`src/rtl/kps_pkg.sv`:
```
// Shared constants, types and the key map of the keypad scanner.
`default_nettype none
package kps_pkg;

    localparam int ROWS   = 4;
    localparam int COLS   = 4;
    localparam int ADDR_W = 4;

    localparam logic [3:0] ROW_MASK = 4'((1 << ROWS) - 1);

    // Register indexes, paddr[3:2]
    localparam logic [1:0] REG_SETTLE  = 2'd0;
    localparam logic [1:0] REG_ROUNDS  = 2'd1;
    localparam logic [1:0] REG_GAP     = 2'd2;
    localparam logic [1:0] REG_RELEASE = 2'd3;

    typedef struct packed {
        logic [7:0] settle_ticks;
        logic [3:0] validate_rounds;
        logic [7:0] round_gap_ticks;
        logic [7:0] release_ticks;
    } t_cfg;

    typedef struct packed {
        logic [3:0] column_drive;
        logic       key_valid;
        logic [3:0] key_code;
        logic [6:0] key_char;
    } t_result;

    function automatic logic [6:0] key_char_of(input logic [1:0] row, input logic [1:0] col);
        logic [6:0] c;
        c = 7'd0;
        case ({row, col})
            4'h0: c = 7'h31;  // '1'
            4'h1: c = 7'h32;  // '2'
            4'h2: c = 7'h33;  // '3'
            4'h3: c = 7'h41;  // 'A'
            4'h4: c = 7'h34;  // '4'
            4'h5: c = 7'h35;  // '5'
            4'h6: c = 7'h36;  // '6'
            4'h7: c = 7'h42;  // 'B'
            4'h8: c = 7'h37;  // '7'
            4'h9: c = 7'h38;  // '8'
            4'hA: c = 7'h39;  // '9'
            4'hB: c = 7'h43;  // 'C'
            4'hC: c = 7'h2A;  // '*'
            4'hD: c = 7'h30;  // '0'
            4'hE: c = 7'h23;  // '#'
            default: c = 7'h44;  // 'D'
        endcase
        return c;
    endfunction

endpackage
`default_nettype wire

```
`src/rtl/matrix_keypad_scanner.sv`:
```
// Top level of the 4x4 matrix keypad scanner.
//
//  channel | direction | handshake                 | payload
//  --------+-----------+---------------------------+---------------------------------------
//  tick    | in        | i_in_valid / o_in_stall   | i_row_levels
//  result  | out       | o_out_valid / i_out_stall | o_column_drive, o_key_valid,
//          |           |                           | o_key_code, o_key_char
//  config  | in        | psel/penable/pwrite/pready| paddr, pwdata, prdata
//
// The state machine computes the next state and the result of a tick in a single pass.
// At the accepting edge the result is written into the output register, to be offered on
// the following cycle, or into the skid slot while that register holds an untaken result;
// one tick can be taken every cycle while o_in_stall is low.
// o_in_stall rises only when both the result register and the skid slot hold results.
// Reset is synchronous, active low; it loads register defaults 1, 4, 3, 10 and puts the
// scan at column 0. No clearing pass follows reset.
`default_nettype none
module matrix_keypad_scanner (
    input  wire                       i_clk,
    input  wire                       i_rst_n,
    // tick channel
    input  wire                       i_in_valid,
    output logic                      o_in_stall,
    input  wire [3:0]                 i_row_levels,
    // result channel
    output logic                      o_out_valid,
    input  wire                       i_out_stall,
    output logic [3:0]                o_column_drive,
    output logic                      o_key_valid,
    output logic [3:0]                o_key_code,
    output logic [6:0]                o_key_char,
    // configuration port
    input  wire                       psel,
    input  wire                       penable,
    input  wire                       pwrite,
    input  wire [kps_pkg::ADDR_W-1:0] paddr,
    input  wire [31:0]                pwdata,
    output logic [31:0]               prdata,
    output logic                      pready
);
    import kps_pkg::*;

    t_cfg    cfg;
    t_result fsm_res;
    t_result out_res;
    logic    acc;
    logic    full;

    // accept a tick whenever the skid slot is free
    assign o_in_stall = full;
    assign acc        = i_in_valid && !full;

    kps_regs u_regs (
        .i_clk   (i_clk),
        .i_rst_n (i_rst_n),
        .psel    (psel),
        .penable (penable),
        .pwrite  (pwrite),
        .paddr   (paddr),
        .pwdata  (pwdata),
        .prdata  (prdata),
        .pready  (pready),
        .o_cfg   (cfg)
    );

    // advance scan / validate / release sequencing on each accepted tick
    kps_fsm u_fsm (
        .i_clk        (i_clk),
        .i_rst_n      (i_rst_n),
        .i_acc        (acc),
        .i_row_levels (i_row_levels),
        .i_cfg        (cfg),
        .o_res        (fsm_res)
    );

    // hold results until the consumer takes them
    kps_outq u_outq (
        .i_clk   (i_clk),
        .i_rst_n (i_rst_n),
        .i_acc   (acc),
        .i_res   (fsm_res),
        .i_stall (i_out_stall),
        .o_valid (o_out_valid),
        .o_res   (out_res),
        .o_full  (full)
    );

    assign o_column_drive = out_res.column_drive;
    assign o_key_valid    = out_res.key_valid;
    assign o_key_code     = out_res.key_code;
    assign o_key_char     = out_res.key_char;

endmodule
`default_nettype wire

```
`src/rtl/kps_regs.sv`:
```
// Configuration register file behind the APB-style port.
`default_nettype none
module kps_regs (
    input  wire                       i_clk,
    input  wire                       i_rst_n,
    input  wire                       psel,
    input  wire                       penable,
    input  wire                       pwrite,
    input  wire [kps_pkg::ADDR_W-1:0] paddr,
    input  wire [31:0]                pwdata,
    output logic [31:0]               prdata,
    output logic                      pready,
    output kps_pkg::t_cfg             o_cfg
);
    import kps_pkg::*;

    t_cfg       r_cfg;
    logic       wr_en;
    logic [1:0] idx;

    assign pready = 1'b1;
    assign idx    = paddr[3:2];
    assign wr_en  = psel && penable && pwrite && pready;
    assign o_cfg  = r_cfg;

    always_ff @(posedge i_clk) begin
        if (!i_rst_n) begin
            r_cfg.settle_ticks    <= 8'd1;
            r_cfg.validate_rounds <= 4'd4;
            r_cfg.round_gap_ticks <= 8'd3;
            r_cfg.release_ticks   <= 8'd10;
        end else if (wr_en) begin
            unique case (idx)
                REG_SETTLE:  r_cfg.settle_ticks    <= pwdata[7:0];
                REG_ROUNDS:  r_cfg.validate_rounds <= pwdata[3:0];
                REG_GAP:     r_cfg.round_gap_ticks <= pwdata[7:0];
                REG_RELEASE: r_cfg.release_ticks   <= pwdata[7:0];
                default: ;
            endcase
        end
    end

    always_comb begin
        unique case (idx)
            REG_SETTLE:  prdata = {24'd0, r_cfg.settle_ticks};
            REG_ROUNDS:  prdata = {28'd0, r_cfg.validate_rounds};
            REG_GAP:     prdata = {24'd0, r_cfg.round_gap_ticks};
            REG_RELEASE: prdata = {24'd0, r_cfg.release_ticks};
            default:     prdata = 32'd0;
        endcase
    end

endmodule
`default_nettype wire

```
`src/rtl/kps_fsm.sv`:
```
// Scan, validation and release state machine; one tick per accepted transaction.
`default_nettype none
module kps_fsm (
    input  wire              i_clk,
    input  wire              i_rst_n,
    input  wire              i_acc,
    input  wire [3:0]        i_row_levels,
    input  kps_pkg::t_cfg    i_cfg,
    output kps_pkg::t_result o_res
);
    import kps_pkg::*;

    localparam logic [2:0] PH_SCAN   = 3'd0;
    localparam logic [2:0] PH_VIDLE  = 3'd1;
    localparam logic [2:0] PH_VDRIVE = 3'd2;
    localparam logic [2:0] PH_GAP    = 3'd3;
    localparam logic [2:0] PH_RDRIVE = 3'd4;
    localparam logic [2:0] PH_RDELAY = 3'd5;

    logic [2:0] r_phase, n_phase;
    logic [1:0] r_scan_col, n_scan_col;
    logic [7:0] r_wait, n_wait;
    logic       r_hit_seen, n_hit_seen;
    logic [3:0] r_round, n_round;
    logic [1:0] r_held_row, n_held_row;
    logic [1:0] r_held_col, n_held_col;
    logic       r_key_held, n_key_held;

    logic [3:0] pr;
    logic [2:0] n_hits;
    logic [1:0] low_row;
    logic [7:0] wait_inc;
    logic [7:0] settle_lim;
    logic [3:0] round_need;
    logic [3:0] round_inc;
    logic       settled;
    logic       last_col;
    logic       rst_scan;
    logic       do_end;
    logic       report;
    logic [3:0] drive;

    assign pr         = ~i_row_levels & ROW_MASK;
    assign n_hits     = 3'($countones(pr));
    assign wait_inc   = r_wait + 8'd1;
    assign settle_lim = (i_cfg.settle_ticks == 8'd0) ? 8'd1 : i_cfg.settle_ticks;
    assign round_need = (i_cfg.validate_rounds == 4'd0) ? 4'd1 : i_cfg.validate_rounds;
    assign round_inc  = r_round + 4'd1;
    assign settled    = wait_inc >= settle_lim;
    assign last_col   = ({1'b0, r_scan_col} + 3'd1) >= 3'(COLS);

    always_comb begin
        low_row = 2'd0;
        for (int i = ROWS - 1; i >= 0; i--) begin
            if (pr[i]) low_row = 2'(i);
        end
    end

    always_comb begin
        n_phase    = r_phase;
        n_scan_col = r_scan_col;
        n_wait     = r_wait;
        n_hit_seen = r_hit_seen;
        n_round    = r_round;
        n_held_row = r_held_row;
        n_held_col = r_held_col;
        n_key_held = r_key_held;
        rst_scan   = 1'b0;
        do_end     = 1'b0;
        report     = 1'b0;

        unique case (r_phase)
            PH_SCAN: begin
                n_wait = wait_inc;
                if (settled) begin
                    if (n_hits > 3'd1 || (r_hit_seen && n_hits == 3'd1)) begin
                        rst_scan = 1'b1;
                    end else begin
                        if (n_hits == 3'd1) begin
                            n_held_row = low_row;
                            n_held_col = r_scan_col;
                            n_hit_seen = 1'b1;
                        end
                        n_wait = 8'd0;
                        if (last_col) begin
                            if (n_hit_seen) begin
                                n_phase = PH_VIDLE;
                                n_round = 4'd0;
                            end else begin
                                rst_scan = 1'b1;
                            end
                        end else begin
                            n_scan_col = r_scan_col + 2'd1;
                        end
                    end
                end
            end
            PH_VIDLE: begin
                n_wait = wait_inc;
                if (settled) begin
                    if (pr != 4'd0) begin
                        rst_scan = 1'b1;
                    end else begin
                        n_phase = PH_VDRIVE;
                        n_wait  = 8'd0;
                    end
                end
            end
            PH_VDRIVE: begin
                n_wait = wait_inc;
                if (settled) begin
                    if (pr != (4'd1 << r_held_row)) begin
                        rst_scan = 1'b1;
                    end else if (i_cfg.round_gap_ticks == 8'd0) begin
                        do_end = 1'b1;
                    end else begin
                        n_phase = PH_GAP;
                        n_wait  = 8'd0;
                    end
                end
            end
            PH_GAP: begin
                n_wait = wait_inc;
                if (wait_inc >= i_cfg.round_gap_ticks) do_end = 1'b1;
            end
            PH_RDRIVE: begin
                n_wait = wait_inc;
                if (settled) begin
                    n_wait = 8'd0;
                    if (!pr[r_held_row]) begin
                        if (i_cfg.release_ticks == 8'd0) begin
                            n_key_held = 1'b0;
                            rst_scan   = 1'b1;
                        end else begin
                            n_phase = PH_RDELAY;
                        end
                    end
                end
            end
            PH_RDELAY: begin
                n_wait = wait_inc;
                if (wait_inc >= i_cfg.release_ticks) begin
                    if (!pr[r_held_row]) begin
                        n_key_held = 1'b0;
                        rst_scan   = 1'b1;
                    end else begin
                        n_phase = PH_RDRIVE;
                        n_wait  = 8'd0;
                    end
                end
            end
            default: rst_scan = 1'b1;
        endcase

        // close a validation round: report or go for the next one
        if (do_end) begin
            n_round = round_inc;
            n_wait  = 8'd0;
            if (round_inc >= round_need) begin
                n_key_held = 1'b1;
                n_phase    = PH_RDRIVE;
                report     = 1'b1;
            end else begin
                n_phase = PH_VIDLE;
            end
        end

        if (rst_scan) begin
            n_phase    = PH_SCAN;
            n_scan_col = 2'd0;
            n_wait     = 8'd0;
            n_hit_seen = 1'b0;
            n_round    = 4'd0;
        end
    end

    always_comb begin
        case (n_phase) inside
            PH_SCAN:                         drive = ~(4'd1 << n_scan_col);
            PH_VDRIVE, PH_RDRIVE, PH_RDELAY: drive = ~(4'd1 << n_held_col);
            default:                         drive = 4'hF;
        endcase
    end

    always_comb begin
        o_res.column_drive = drive;
        o_res.key_valid    = report;
        o_res.key_code     = report ? {n_held_row, n_held_col} : 4'd0;
        o_res.key_char     = report ? key_char_of(n_held_row, n_held_col) : 7'd0;
    end

    always_ff @(posedge i_clk) begin
        if (!i_rst_n) begin
            r_phase    <= PH_SCAN;
            r_scan_col <= 2'd0;
            r_wait     <= 8'd0;
            r_hit_seen <= 1'b0;
            r_round    <= 4'd0;
            r_held_row <= 2'd0;
            r_held_col <= 2'd0;
            r_key_held <= 1'b0;
        end else if (i_acc) begin
            r_phase    <= n_phase;
            r_scan_col <= n_scan_col;
            r_wait     <= n_wait;
            r_hit_seen <= n_hit_seen;
            r_round    <= n_round;
            r_held_row <= n_held_row;
            r_held_col <= n_held_col;
            r_key_held <= n_key_held;
        end
    end

    a_held_matches_phase: assert property (@(posedge i_clk) disable iff (!i_rst_n)
        r_key_held == (r_phase == PH_RDRIVE || r_phase == PH_RDELAY))
        else $error("key held flag out of step with phase");

    a_scan_no_rounds: assert property (@(posedge i_clk) disable iff (!i_rst_n)
        (r_phase == PH_SCAN) |-> (r_round == 4'd0))
        else $error("round count left over during scan");

    a_report_holds_key: assert property (@(posedge i_clk) disable iff (!i_rst_n)
        (i_acc && report) |=> (r_key_held && r_phase == PH_RDRIVE))
        else $error("reported key not held");

endmodule
`default_nettype wire

```
`src/rtl/kps_outq.sv`:
```
// Two-entry output buffer: result register plus skid slot.
`default_nettype none
module kps_outq (
    input  wire              i_clk,
    input  wire              i_rst_n,
    input  wire              i_acc,
    input  kps_pkg::t_result i_res,
    input  wire              i_stall,
    output logic             o_valid,
    output kps_pkg::t_result o_res,
    output logic             o_full
);
    import kps_pkg::*;

    logic    r_out_vld;
    logic    r_skid_vld;
    t_result r_out;
    t_result r_skid;
    logic    take;

    assign take    = r_out_vld && !i_stall;
    assign o_valid = r_out_vld;
    assign o_res   = r_out;
    assign o_full  = r_skid_vld;

    always_ff @(posedge i_clk) begin
        if (!i_rst_n) begin
            r_out_vld  <= 1'b0;
            r_skid_vld <= 1'b0;
        end else if (i_acc) begin
            if (!r_out_vld || take) begin
                r_out_vld <= 1'b1;
            end else begin
                r_skid_vld <= 1'b1;
            end
        end else if (take) begin
            if (r_skid_vld) begin
                r_skid_vld <= 1'b0;
            end else begin
                r_out_vld <= 1'b0;
            end
        end
    end

    always_ff @(posedge i_clk) begin
        if (i_acc) begin
            if (!r_out_vld || take) r_out  <= i_res;
            else                    r_skid <= i_res;
        end else if (take && r_skid_vld) begin
            r_out <= r_skid;
        end
    end

    a_skid_behind_out: assert property (@(posedge i_clk) disable iff (!i_rst_n)
        r_skid_vld |-> r_out_vld)
        else $error("skid slot full with result register empty");

endmodule
`default_nettype wire
```
`config.mk`:
```
export PLATFORM = sky130hd
export DESIGN_NAME = matrix_keypad_scanner
export DESIGN_NICKNAME = d
export VERILOG_FILES = /design/src/rtl/kps_pkg.sv /design/src/rtl/matrix_keypad_scanner.sv /design/src/rtl/kps_regs.sv /design/src/rtl/kps_fsm.sv /design/src/rtl/kps_outq.sv
export SDC_FILE = /design/constraint.sdc
export NUM_CORES = 1
export LEC_CHECK = 0
export BUFFER_PORTS_ARGS = -buffer_cell sky130_fd_sc_hd__buf_2
export CELL_PAD_IN_SITES_DETAIL_PLACEMENT = 0
export CELL_PAD_IN_SITES_GLOBAL_PLACEMENT = 1
export CORE_MARGIN = 2
export CORE_UTILIZATION = 30
export DETAILED_ROUTE_END_ITERATION = 10
export GPL_TIMING_DRIVEN = 0
export PLACE_DENSITY = 0.63
export SYNTH_ARGS = -nofsm -noshare
export SYNTH_HDL_FRONTEND = slang
export SYNTH_SLANG_ARGS = --single-unit
```
`constraint.sdc`:
```
create_clock -name i_clk -period 3.9 [get_ports i_clk]
set_input_delay 0.585 -clock i_clk [delete_from_list [all_inputs] [get_ports i_clk]]
set_output_delay 0.585 -clock i_clk [all_outputs]
set_load 0.03 [all_outputs]
```
-- After elaboration in Yosys (flattened, before gate mapping)
Memories as Yosys holds them, arrays and structs flattened.
Index checks and enable logic that the tools add are counted.
- word-level logic and storage cells: 204
- memories: 1
- memory bits (read-only): 112
- bits of input ports: 47
- output and inout bits: 51
- register bits: 84
- shifts and indexed selects: 3
- multiplexer cells: 103
- $lt $le $gt $ge: 7
- add/sub/neg operators: 7
- reductions and logical operators: 40
- bitwise operators: 4
- eq/ne operators: 18
- memory list (memory ; depth ; bits a word ; rd ports ; clocked after memory_dff ; write ports ; line ; RTL):
    (no name shown) ; 16 ; 7 ; 1 ; 0 ; 0 ; kps_pkg.sv:34 ; case ({row, col})
- operator list (kind ; count):
    case mux 32 bit (4 select lines) ; 1
    2-to-1 mux 8 bit ; 13
    2-to-1 mux 3 bit ; 17
    2-to-1 mux 16 bit ; 3
    case mux 8 bit (6 select lines) ; 1
    2-to-1 mux 4 bit ; 11
    2-to-1 mux 1 bit ; 35
    2-to-1 mux 2 bit ; 17
    greater-or-equal comparator 8 bit ; 3
    zero test 8 bit ; 3
    AND reduction 2 bit ; 8
    case mux 3 bit (5 select lines) ; 1
    equality test 3 bit, second input constant ; 4
    inverter 4 bit ; 3
    nonzero test 3 bit ; 4
    << shifter 1 x 2 -> 4 bit, first input constant ; 3
    equality test 3 x 2 -> 1 bit, second input constant ; 3
    adder 8 x 1 -> 8 bit, second input constant ; 1
    nonzero test 2 bit ; 4
    nonzero test 8 bit ; 1
    2-to-1 mux 7 bit ; 1
    equality test 3 x 1 -> 1 bit, second input constant ; 2
    logical AND 1 bit ; 6
    zero test 3 bit ; 2
    28 further kinds ; 35

-- Longest topological paths before layout
- word-level depth: 22
- depth in mapped cells: 16

-- By module
From an unflattened synthesis, not the netlist that was laid out.
- cell total of the unflattened synthesis: 578
- area, all modules: 5683.0 µm²
- modules (own cells, without submodules) (module ; times used ; area each (µm²) ; sequential area each (µm²) ; cells each):
    kps_fsm ; 1 ; 2885.3 ; 440.4 ; 365
    kps_regs ; 1 ; 1519.0 ; 560.5 ; 151
    kps_outq ; 1 ; 1265.0 ; 1001.0 ; 61
    matrix_keypad_scanner ; 1 ; 13.8 ; 0.0 ; 1

-- Least setup slack after synthesis
OpenSTA, ideal clock, no wires.
- kind: in2reg
- from: input i_row_levels[1]
- to: register u_outq.r_out (netlist bit u_outq.o_res[1]) (data pin)
- arrival time: 3.918 ns
- path buffers: 0
- setup slack: -0.280 ns
- cell stages on the path: 16
- required time: 3.638 ns
- setup time: 0.262 ns
- path through: inv_1 ha_1 ha_1 inv_1 fa_1 nand2_1 a211oi_1 nand4_1 nor2_4 mux2i_1 inv_1 ha_1 nor3_1 nor3_1 a21oi_1 o21ai_0
- longest elaborated chain between the ends: 13
- RTL lines (element ; line ; RTL):
    start, declared ; matrix_keypad_scanner.sv:24 ; input wire [3:0] i_row_levels,
    inverter 4 bit * ; kps_fsm.sv:43 ; assign pr = ~i_row_levels & ROW_MASK;
    adder 1 x 1 -> 2 bit (implied by the code) * ; kps_fsm.sv:44 ; assign n_hits = 3'($countones(pr));
    adder 3 bit (implied by the code) * ; kps_fsm.sv:44 ;
    parallel branches: the longest is 3 deep, another holds greater-than comparator 3 x 1 -> 1 bit ; n/a ;
    2-to-1 mux 2 bit * ; kps_fsm.sv:76 ; if (n_hits > 3'd1 || (r_hit_seen && n_hits == 3'd1)) begin
    2-to-1 mux 2 bit * ; kps_fsm.sv:75 ; if (settled) begin
    2-to-1 mux 2 bit * ; kps_fsm.sv:72 ; unique case (r_phase)
    via u_fsm.n_held_col[1] ; kps_fsm.sv:26 ; logic [1:0] r_held_col, n_held_col;
    memory (16 x 7 bit) * ; n/a ;
    2-to-1 mux 7 bit * ; kps_fsm.sv:189 ; o_res.key_char = report ? key_char_of(n_held_row, n_held_col) : 7'd0;
    2-to-1 mux 16 bit * ; kps_outq.sv:47 ; if (!r_out_vld || take) r_out <= i_res;
    2-to-1 mux 16 bit * ; kps_outq.sv:46 ; if (i_acc) begin
    end signal, assigned ; kps_outq.sv:47 ;
    end signal, assigned ; kps_outq.sv:50 ; r_out <= r_skid;
    end, declared ; kps_outq.sv:17 ; t_result r_out;
Mark *: on every way through the listed nets, which the timed path passes. The select of a mux whose other input is x is not followed.
A chain may end at the register's enable or synchronous reset.

-- Final worst setup path
- from: input i_row_levels[2]
- to: register u_outq.r_out (netlist bit u_outq.o_res[1]) (data pin)
- longest elaborated chain between the ends: 13
- RTL lines (element ; line):
    inverter 4 bit * ; kps_fsm.sv:43
    parallel branches: the longest is 9 deep, another holds memory (16 x 7 bit) ; n/a
    2-to-1 mux 7 bit * ; kps_fsm.sv:189
    2-to-1 mux 16 bit * ; kps_outq.sv:47
    2-to-1 mux 16 bit * ; kps_outq.sv:46
Every way passes the cells marked *. The select of a mux whose other input is x is not followed.

==> flow_results.org <==
** Outcome
- The run finished with clean final reports.

** Clock tree
- Number of buffers created by CTS :: 9
- Cell at the root of the clock tree :: sky130_fd_sc_hd__clkbuf_16
- CTS saw 84 sinks.
- Hold repair after CTS inserted 0 buffers.
- Maximum buffer depth of the clock tree :: 2
- For the worst-skew pair, the clock arrives at the later sink with an insertion delay of 0.35 ns.
- CTS built an H-tree with a depth of 3.
- TritonCTS built the clock tree.
- Clock-pin slew was measured on the worst setup and hold paths at 0.06 ns.

** Power and ir drop
- Sequential share of power :: 0.406
- Worst VDD drop :: 0.200 mV
- Power density over the cells :: 362 nW/um^2
- Net switching component of the power :: 734 uW
- Static power due to leakage :: 2.70 nW
- Relative contribution of the clock network to total power :: 0.361
- Internal power comes to 1.66 mW.
- Switching part of the total :: 0.307
- Fraction of power consumed by combinational cells :: 0.233

** Final layout
- Counting the fill cells in the layout gives 1,840.
- From synthesis to final layout, the design area changed by 22.1%.
- Layout Nets :: 772
- In the final layout, the share of cells above drive strength 1 is 0.252.
- Non-Filler Instances :: 915
- The repair_antennas step left the layout with diodes totalling 0.

** Synth
- Of the synthesized area, sequential elements account for 0.369.
- Number of register bits inferred by synthesis :: 84
- Yosys printed 0 warnings.
- Most used flip-flop cell after synthesis :: sky130_fd_sc_hd__dfxtp_1
- The average instance in the mapped netlist occupies 9.26 sq um.
- After synthesis the cells add up to 5420 sq um.
- Share of synthesized registers carrying an async set or reset :: 0
- Sorting the synthesized cells by how often they occur yields sky130_fd_sc_hd__nand2_1, sky130_fd_sc_hd__dfxtp_1, sky130_fd_sc_hd__nor2_1.
- Of the post-synthesis cell area, the dominant cell type holds 0.192.
- In the post-synthesis netlist, the cell with the most instances is sky130_fd_sc_hd__nand2_1.
- EDFF count, synth :: 32
- sky130_fd_sc_hd__dfxtp_1 takes more of the synthesized area than any other cell.
- Yosys attributes the largest share of cell area to sky130_fd_sc_hd__dfxtp_1, sky130_fd_sc_hd__edfxtp_1, sky130_fd_sc_hd__ha_1.
- Number of unique standard cell types used by synthesis :: 82
- Number of instances in the synthesized netlist :: 585

** Global routing
- Entering global routing, the biggest net connects 17 pins.
- For this run, the total global-route usage over all layers was measured as 0.150.
- The via count of the first global-routing pass was 4,336.
- The first global-routing pass estimated 22,900 um of wire.
- For this run the aggregate overflow at the end of global routing stands at 0.
- The initial antenna violation count is 0.

** Job
- Max-cap violations in this run came to 0.

** Place
- At the end of routability-driven placement, the weighted congestion stood at 0.856.
- IO buf count :: 45
- Placed Cells incl. Taps :: 882
- Summed over all nets, the half-perimeter wirelength after detailed placement is 11,000 um.

** Drt
- Count of unresolved DRC violations after routing :: 0
- The pre-antenna-repair detailed-routing pass consisted of 4 iterations.
- Via-to-Cell Ratio :: 4.92
- In this run the remaining antenna-violating nets after routing total 0.
- Detailed routing inserted a total of 4,498 vias.
- Total wire length :: 14,500 um
- For this block, the initial DRC count from the detailed router was 143.
- Dividing the detail-routed wire length by the instance count gives 15.8 um.

** Floorplan
- The floorplan step set the die height to 138 um.
- The floorplan step defined a die boundary enclosing 19,200 sq um.
- Die X-Extent :: 138 um
- Top-level port count :: 98
- After floorplanning, the core was sized to cover 17,800 sq um.
- For this configuration, the core starts out at a cell density of 0.304.
- Number of standard-cell rows in the floorplan :: 49

** Worst setup path
- Family with the most delay on the worst path :: adder cells
- Startpoint type of the worst setup path :: input port
- For this run, the slowest stage of the critical path takes 0.55 ns.
- Required @ worst endpoint :: 4.00 ns
- The worst setup path is captured at a register.
- At the worst endpoint, the arrival time is 3.86 ns.
- Class of the most critical setup path :: input port to register
- Biggest fanout along the worst timing path :: 8
- The critical path contains buffers and inverters numbering 4 combined.
- On the critical path, the stage with the largest delay is an instance of sky130_fd_sc_hd__fa_1.
- Chain of cells forming the critical path :: clkbuf_4, inv_1, ha_1, ha_1, inv_1, fa_1, nand2_2, a211oi_4, nand4_1, nor2_4, mux2i_4, buf_4, ha_4, nor3_4, nor3_1, a21oi_2, o21ai_1

** STA
- Fmax :: 266 MHz
- The max-slew violation count was 0.
- RSZ-0062 raised after global routing :: no
- At the pin with the least slew margin, the transition time is 0.980 ns.
- Final hold analysis gives a worst-case slack of 0.474 ns.
- The hold violation total from the final report is 0.
- Setup-failing EPs final :: 0
- Final clock skew :: 0.00822 ns
- Minimum clock period :: 3.76 ns
- In the finished design, the share of the clock period the worst path needs comes to 0.964.
- The worst pin sits at a relative slew slack of 0.344.

** Min path
- Worst Hold Class :: register to register
registers in the layout (all words and copies together), names as in the netlist, 3 cells and up:
name	count
u_fsm.r_phase	3
u_fsm.r_round	4
u_fsm.r_wait	8
u_outq.o_res	16
u_outq.r_skid	16
u_regs.o_cfg	28
layout by cell type, fill, tap and decap left out, types with 7 or more instances in the layout:
cell type,count
sky130_fd_sc_hd__a211oi_1,8
sky130_fd_sc_hd__a21oi_1,30
sky130_fd_sc_hd__a22o_1,11
sky130_fd_sc_hd__buf_2,42
sky130_fd_sc_hd__buf_4,44
sky130_fd_sc_hd__clkbuf_1,18
sky130_fd_sc_hd__clkbuf_16,9
sky130_fd_sc_hd__conb_1,25
sky130_fd_sc_hd__dfxtp_1,51
sky130_fd_sc_hd__edfxtp_1,32
sky130_fd_sc_hd__ha_1,40
sky130_fd_sc_hd__inv_1,35
sky130_fd_sc_hd__mux2i_1,18
sky130_fd_sc_hd__nand2_1,60
sky130_fd_sc_hd__nand2b_1,9
sky130_fd_sc_hd__nand3_1,24
sky130_fd_sc_hd__nor2_1,49
sky130_fd_sc_hd__nor4_1,7
sky130_fd_sc_hd__o21ai_0,18
sky130_fd_sc_hd__o31ai_1,8
stage by stage:
step	power, mW	instance area [sq um]	setup slack, ns	util	setup TNS (ns)
3_5_place_dp	1.47	6040	-0.572	0.339	-7.51
3_3_place_gp	1.47	6040	-0.543	0.339	-6.48
2_1_floorplan	1.35	5530	0.0233	-	0
4_1_cts	2.35	6410	0.0401	0.359	0
5_1_grt	2.49	6610	0.00677	0.371	0
6_report	2.39	6610	0.138	0.371	0
worst register-to-register path, cell delays in order (launching register included):
cell                       delay (ns)
sky130_fd_sc_hd__dfxtp_1         0.37
sky130_fd_sc_hd__nor4_2          0.28
sky130_fd_sc_hd__a41o_1          0.22
sky130_fd_sc_hd__ha_1            0.23
sky130_fd_sc_hd__nand2b_1        0.14
sky130_fd_sc_hd__a2111o_1        0.47
sky130_fd_sc_hd__a311oi_4        0.26
sky130_fd_sc_hd__buf_4           0.19
sky130_fd_sc_hd__nor2_4          0.06
sky130_fd_sc_hd__mux2i_4         0.21
sky130_fd_sc_hd__buf_4           0.19
sky130_fd_sc_hd__ha_1            0.24
sky130_fd_sc_hd__mux2_2          0.28
sky130_fd_sc_hd__mux2i_2         0.18
sky130_fd_sc_hd__o21ai_0         0.11
layout make-up:
| cell class | count | area, sq um | share of cell area |
|---|---|---|---|
| inverter | 40 | 150 | 0.0227 |
| tap | 229 | 287 | 0.0433 |
| timing repair buffer | 62 | 363 | 0.0549 |
| sequential | 84 | 2000 | 0.303 |
| clock buffer | 10 | 229 | 0.0346 |
| clock inverter | 6 | 63.8 | 0.00965 |
| multi-input combinational | 437 | 3230 | 0.488 |
| buffer | 47 | 293 | 0.0443 |
cell families after synthesis:
logic type	after synthesis	share of synthesized area
DFF	84	0.369
adders and majority gates	44	0.103
buffers and inverters	87	0.0817
other	2	0.00139
muxes	31	0.0743
AOI/OAI and AO/OA	132	0.179
xor gates and xnor gates	7	0.0113
and+or+nand+nor	198	0.180
per-layer routing:
layer / GRT usage / vias to the layer above / wire [um]
li1: - / 2262 / -
met4: 0.0607 / 0 / 355
met5: 0 / - / 0
met2: 0.248 / 115 / 6740
met3: 0.0274 / 21 / 633
met1: 0.193 / 2100 / 6720
timing repair:
| action | 4_1_cts | 5_1_grt |
|---|---|---|
| pin swaps | 3 | 10 |
| resized for setup | 3 | 35 |
| buffers inserted | 8 | 9 |
| setup endpoints to repair | 33 | 24 |
| gates cloned | 0 | 0 |
path summary, 6_finish.rpt:
kind         cells after the start               end  slack (ns)             start
min reg2reg                      2  u_regs.o_cfg[27]        0.47  u_regs.o_cfg[27]
max                             17   u_outq.o_res[1]        0.14   i_row_levels[2]
max reg2reg                     14   u_outq.o_res[2]        0.22  u_regs.o_cfg[24]
min                              2  u_regs.o_cfg[27]        0.47  u_regs.o_cfg[27]
power groups by stage:
stage,registers (mW),logic [mW],clock network (mW)
floorplan,1.02,0.327,0
global placement,0.989,0.477,0
detailed placement,0.991,0.482,0
CTS,0.971,0.508,0.875
global route,0.976,0.605,0.914
finish,0.972,0.558,0.863
Note: power is estimated with default switching activity, not from simulation.
